[src/sv/mts_pkg.sv]
// Shared types and constants for the melody tone sequencer.
package mts_pkg;

  localparam int DIV_W = 32;
  localparam int DIV_CNT_W = $clog2(DIV_W);

  // Item kinds carried in tuser
  localparam logic [1:0] F_TICK  = 2'd0;
  localparam logic [1:0] F_START = 2'd1;
  localparam logic [1:0] F_STOP  = 2'd2;
  localparam logic [1:0] F_WRITE = 2'd3;

  // Configuration register indexes
  localparam logic [1:0] R_TEMPO = 2'd0;
  localparam logic [1:0] R_SONG_LEN = 2'd1;
  localparam logic [1:0] R_LOOP = 2'd2;

  localparam logic [DIV_W-1:0] C_REST_WHOLE = 32'd240000;
  localparam logic [DIV_W-1:0] C_PERIOD_NUM = 32'd2000000;
  localparam logic [DIV_W-1:0] C_CMP_DIV = 32'd5;
  localparam logic [DIV_W-1:0] C_GAP_DIV = 32'd10;
  localparam logic [15:0] C_REST_PERIOD = 16'd1000;
  localparam logic [7:0] C_TEMPO_RST = 8'd80;

  typedef struct packed {
    logic start;
    logic [DIV_W-1:0] dividend;
    logic [DIV_W-1:0] divisor;
  } div_req_t;

  typedef struct packed {
    logic busy;
    logic done;
    logic [DIV_W-1:0] quotient;
  } div_rsp_t;

endpackage

[src/sv/mts_div.sv]
// Bit-serial restoring divider, one quotient bit per cycle.
module mts_div import mts_pkg::*; (
  input  logic     clk,
  input  logic     rst,
  input  div_req_t req,
  output div_rsp_t rsp
);

  logic                 busy;
  logic                 done;
  logic [DIV_CNT_W-1:0] cnt;
  logic [DIV_W-1:0]     rem;
  logic [DIV_W-1:0]     quo;
  logic [DIV_W-1:0]     den;
  logic [DIV_W:0]       trial;
  logic                 fits;
  logic [DIV_W-1:0]     rem_next;

  // divisor of zero always fits, so the quotient comes out all ones
  assign trial    = {rem, quo[DIV_W-1]};
  assign fits     = trial >= {1'b0, den};
  assign rem_next = fits ? DIV_W'(trial - {1'b0, den}) : trial[DIV_W-1:0];

  always_ff @(posedge clk) begin
    if (rst) begin
      busy <= 1'b0;
      done <= 1'b0;
      cnt  <= '0;
    end else begin
      done <= 1'b0;
      if (req.start) begin
        busy <= 1'b1;
        cnt  <= '0;
      end else if (busy) begin
        cnt <= cnt + 1'b1;
        if (cnt == DIV_CNT_W'(DIV_W - 1)) begin
          busy <= 1'b0;
          done <= 1'b1;
        end
      end
    end
  end

  always_ff @(posedge clk) begin
    if (req.start) begin
      rem <= '0;
      quo <= req.dividend;
      den <= req.divisor;
    end else if (busy) begin
      rem <= rem_next;
      quo <= {quo[DIV_W-2:0], fits};
    end
  end

  assign rsp.busy     = busy;
  assign rsp.done     = done;
  assign rsp.quotient = quo;

endmodule

[config.mk]
export PLATFORM = sky130hd
export DESIGN_NAME = mts_div
export DESIGN_NICKNAME = d
export VERILOG_FILES = /design/src/sv/mts_pkg.sv /design/src/sv/mts_div.sv
export SDC_FILE = /design/constraint.sdc
export NUM_CORES = 1
export LEC_CHECK = 0
export BUFFER_PORTS_ARGS = -buffer_cell sky130_fd_sc_hd__buf_4
export CORE_MARGIN = 5
export CORE_UTILIZATION = 53
export DETAILED_ROUTE_END_ITERATION = 8
export PLACE_DENSITY_LB_ADDON = 0.15
export REMOVE_ABC_BUFFERS = 1
export SLEW_MARGIN = 5
export SYNTH_ARGS = -nofsm -noshare
export SYNTH_HDL_FRONTEND = slang
export SYNTH_SLANG_ARGS = --single-unit
[constraint.sdc]
create_clock -name clk -period 3.5 [get_ports clk]
set_clock_uncertainty 0.1 [all_clocks]
set_input_delay 0.7 -clock clk [delete_from_list [all_inputs] [get_ports clk]]
set_output_delay 0.7 -clock clk [all_outputs]
set_load 0.02 [all_outputs]
# After elaboration in Yosys (flattened, before gate mapping)
# Cells that the tools add are included.
[word_totals] regBits=103 inputBits=67 output_inout_bits=34 word_cells=21
[classes] add_sub_neg=2 magnitude_cmp=1 n_eq_ne=1 n_mux=7 n_bitwise=1 n_reduce_logical=3
[ops] op="32-bit two-way mux" count=3
[ops] op="33-bit by 32-bit >= comparator with 1-bit output" count=1
[ops] op="32-bit subtractor" count=1
[ops] op="5-bit by 1-bit adder with 5-bit output (second input constant)" count=1
[ops] op="5-bit equality test (second input constant)" count=1
[ops] op="1-bit two-way mux" count=4
[ops] op="3-bit OR reduction" count=1
[ops] op="2-bit nonzero test" count=1
[ops] op="2-bit OR reduction" count=1
[ops] op="1-bit inverter" count=1

# Longest topological paths before layout
[logic_depth] ltp_word=4 depth_mapped=13 depth_no_buf=11

# Worst setup path before layout
# Ideal clock, no wire load.
[synth_timing] path_kind="register to register" from="register quo[31]" to="register rem[22]" setup_ps=122 arrival_ps=2510 required_ps=3278 path_slack_ps=768 path_stages_with_launch=12 n_path_buf=0 period_less_slack_ps=2732 cell_sequence="edfxtp_1 inv_1 ha_1 fa_1 nand2b_1 a21oi_1 o21ai_0 o21a_1 a21bo_2 xor2_1 a211oi_1 a311o_1"
[synth_via] elab_chain_len=2 word_cells_on_any_way=3 cone_classes="1 x add/sub; 1 x order compare; 1 x mux"
[synth_rtl] item="from (decl)" line_no="mts_div.sv:13" text="logic [DIV_W-1:0] quo;"
[synth_rtl] item="from (signal assigned)" line_no="mts_div.sv:47" text="quo <= req.dividend;"
[synth_rtl] item="from (signal assigned)" line_no="mts_div.sv:51" text="quo <= {quo[DIV_W-2:0], fits};"
[synth_rtl] item="32-bit subtractor / 33-bit by 32-bit >= comparator with 1-bit output (equally long branches)" line_no="mts_div.sv:22, mts_div.sv:21"
[synth_rtl] item="32-bit two-way mux *" line_no="mts_div.sv:22" text="assign rem_next = fits ? DIV_W'(trial - {1'b0, den}) : trial[DIV_W-1:0];"
[synth_rtl] item="to (signal assigned)" line_no="mts_div.sv:50" text="rem <= rem_next;"
[synth_rtl] item="to (decl)" line_no="mts_div.sv:12" text="logic [DIV_W-1:0] rem;"
# Every way passes the cells marked *; elsewhere a longest branch is shown, timed or not.
# A chain may end at the register's enable or synchronous reset.

# Worst setup path in the final report
[layout_timing] from="register den[3]" to="register rem[20]"
[layout_via] elab_chain_len=2 word_cells_on_any_way=3 cone_classes="1 x add/sub; 1 x order compare; 1 x mux"
[layout_rtl] item="from (decl)" line_no="mts_div.sv:14" text="logic [DIV_W-1:0] den;"
[layout_rtl] item="from (signal assigned)" line_no="mts_div.sv:48" text="den <= req.divisor;"
[layout_rtl] item="32-bit subtractor / 33-bit by 32-bit >= comparator with 1-bit output (equally long branches)" line_no="mts_div.sv:22, mts_div.sv:21"
[layout_rtl] item="32-bit two-way mux *" line_no="mts_div.sv:22"
# Marked as above.

==> impl_metrics.toml <==
[logic_synthesis]
synthCells = 628
synth-async-reset-ratio_pct = 0
avgSynthCellArea_um2 = 9.89
synthMuxAreaShare_pct = 6.75
synth.distinct_cells = 68
synth-compound-area-share_pct = 20.4
synth_seq_cells = 103
synth_edf_count = 64
netlist.area_leader.share_pct = 30.9
seq_area_frac_synth_pct = 43.5
synthTopCellsByCount = "edfxtp_1, inv_1, nor2_1"
yosysMostFrequentCell = "edfxtp_1"
yosys.area_share.simple_pct = 13.2
ys.flop_type = "edfxtp_1"
yosys_warnings = 0
synth_top_family_by_area = "compound AO/OA/AOI/OAI gates"
synthXorXnorAreaFrac_pct = 3.38
synthAdderAreaFrac_pct = 7.17
syn_area_mm2 = 0.00621
synth_top_area_cell = "edfxtp_1"
synth_area_leaders = "edfxtp_1, dfxtp_1, ha_1, mux2_2, inv_1"

[critical_path]
r2r-end = "rem[20]"
cp_slowest_cell = "a21o_1"
critPathKind = "flop to flop"
r2r_cells = 10
required_ns = 3.65
end_kind = "flop"
cp_max_fo = 16
critPathTopFamily = "compound AO/OA/AOI/OAI gates"
r2r_setup_slack_ns = 0.23
cp_cell_sequence = "inv_1, ha_1, a21o_1, a21oi_1, a211o_1, a21oi_4, o21ai_2, a21o_1, nand2_1, o311a_1"
cp_slowest_stage_delay_ns = 0.54
crit_top_cell = "a21o_1"
crit_buf_inv = 1
r2r_start = "den[3]"
worstSetupStartpointType = "flop"
critPathLaunch = "den[3]"
critPathArrivalTime_ns = 3.43

[floorplan]
io-pin-count = 101
die_h_um = 118
die_w_um = 118
die-area_mm2 = 0.0140
rows = 39
core_mm2 = 0.0115
initial_utilization_pct = 54.2

[worst_hold_path]
holdPathStages = 2
hp-class = "input pin to flop"
hold_path_end = "busy"
min_from = "rst"

[cts]
cts-root-buf = "clkbuf_16"
clkTransAtPathRegs_ns = 0.08
cts-buffers-inserted = 9
clock_latency_ns = 0.36
htreeDepth = 3
cts_tree = "yes"
hold_buffers = 0
clock_path_buffers = 2
cts.sinks = 103

[grt]
antenna_found_initial = 0
grt_usage_pct = 21.9
grt_use_met3_pct = 7.21
grt_pass1_wl_um = 25200
grt_max_degree = 45
grtUsageMet1_pct = 27.8
busiest_layer = "met2"
met2_usage_pct = 34.9
grt_overflow_total = 0
grt_pass1_vias = 5201

[placement]
dp_hpwl_um = 11300
routabilityCongestion = 0.879
io_buffers = 100

[sta]
setup_violations = 0
clock.fmax_mhz = 305
totalNegativeSetupSlack_ns = 0
worst_slew_pin_slew_ns = 0.647
rsz0062_at_grt = "false"
fin_crit_sh_pct = 93.6
maxSlewViolCount = 0
relSlewSlack_pct = 56.4
hold_ws_ns = 0.389
period_needed_ns = 3.27
hold_violations = 0

[final_layout]
diodes = 0
fin_nets = 823
synthToLayoutAreaGrowth_pct = 19.3
drive_gt1_share_pct = 24.4

[route]
drt_iter0_markers = 357
ant_nets = 0
totalWireLength_um = 15400
drc = 0
dr.pass1.iters = 6
viasPerCell = 5.92
wl_per_cell_um = 17.7
num_vias = 5146

[run]
max_cap_viol_count = 0

[status]
status = "finished clean"

[power_and_ir_drop]
powerDensity_mw_per_mm2 = 445
peakVddDrop_v = 0.000386
leakage_nw = 3.20
==> registers in the layout (all words and copies together), names as in the netlist <==
name  cells
den      32
quo      32
done      1
rem      32
cnt       5
busy      1
==> cell type report <==
class                           instances  area, um^2
Inverter                               49         184
Sequential cell                       103        2700
Tap cell                              143         179
Multi-Input combinational cell        444        3170
Fill cell                             928        4060
Timing Repair Buffer                  114         868
Clock inverter                          7        83.8
Clock buffer                            9         225
==> cells by family (layout without fill, tap and decap cells) <==
logic type,Yosys count,in the layout
AND/OR/NAND/NOR,171,171
adder cells (fa/ha/maj),35,35
multiplexers,38,38
XOR/XNOR,24,24
flip-flops,103,103
buffers and inverters,81,179
AO/OA/AOI/OAI,176,176
==> metal layers <==
metal  wire [um]  part of all wire, %
met4         404                  2.6
met1        6740                   44
met3        1100                  7.1
met5           0                    0
met2        7160                   46
==> cell usage in the layout (no fill, tap or decap), types with 4 or more instances in the layout <==
cell	instances
nor3_1	6
a311oi_1	20
mux2_2	31
o21ai_1	11
ha_1	34
nand4_1	11
and3_1	6
a21boi_0	5
nor2_1	46
a21o_1	17
o21ai_0	27
o21a_1	5
xnor2_1	15
dfxtp_1	38
o21bai_1	5
or2_2	4
o221ai_1	5
and2_1	4
xor2_1	9
nand2_1	45
o211ai_1	11
clkbuf_16	9
buf_4	113
nor2b_1	5
a21oi_1	33
edfxtp_1	64
inv_1	49
nand3_1	28
mux2i_1	7
==> power breakdown <==
group	leakage (nW)	switching, mW	internal, mW
Sequential	0.955	0.0588	1.40
Clock	0.155	0.487	0.572
Combinational	2.09	0.433	0.351
Total	3.20	0.979	2.32
==> through the flow <==
stage	instances	cell area (um^2)	total power, mW	util [%]	setup WS (ns)
after CTS	868	7390	3.32	64.5	0.0633
final	869	7410	3.30	64.6	0.225
after detailed placement	852	7080	2.26	61.8	0.106
after floorplan	596	6040	1.98	-	0.444
after global placement	852	7080	2.24	61.8	0.0293
after global routing	869	7410	3.47	64.6	0.0267
==> timing repair <==
action / 4_1_cts / 5_1_grt
endpoints found under the hold margin: 0 / 0
buffers inserted: 0 / 1
setup endpoints to repair: 0 / 15
resized for setup: 0 / 2
==> worst max path at each step <==
stage                     endpoint  slack (ns)  cells past startpoint
final                      rem[20]        0.23                     10
after global routing       rem[20]        0.03                     10
after CTS                   rem[1]        0.06                     11
after detailed placement   rem[20]        0.11                      9
after global placement      rem[1]        0.03                     11
after floorplan            rem[20]        0.44                     10
(Power assumes the default switching activity.)
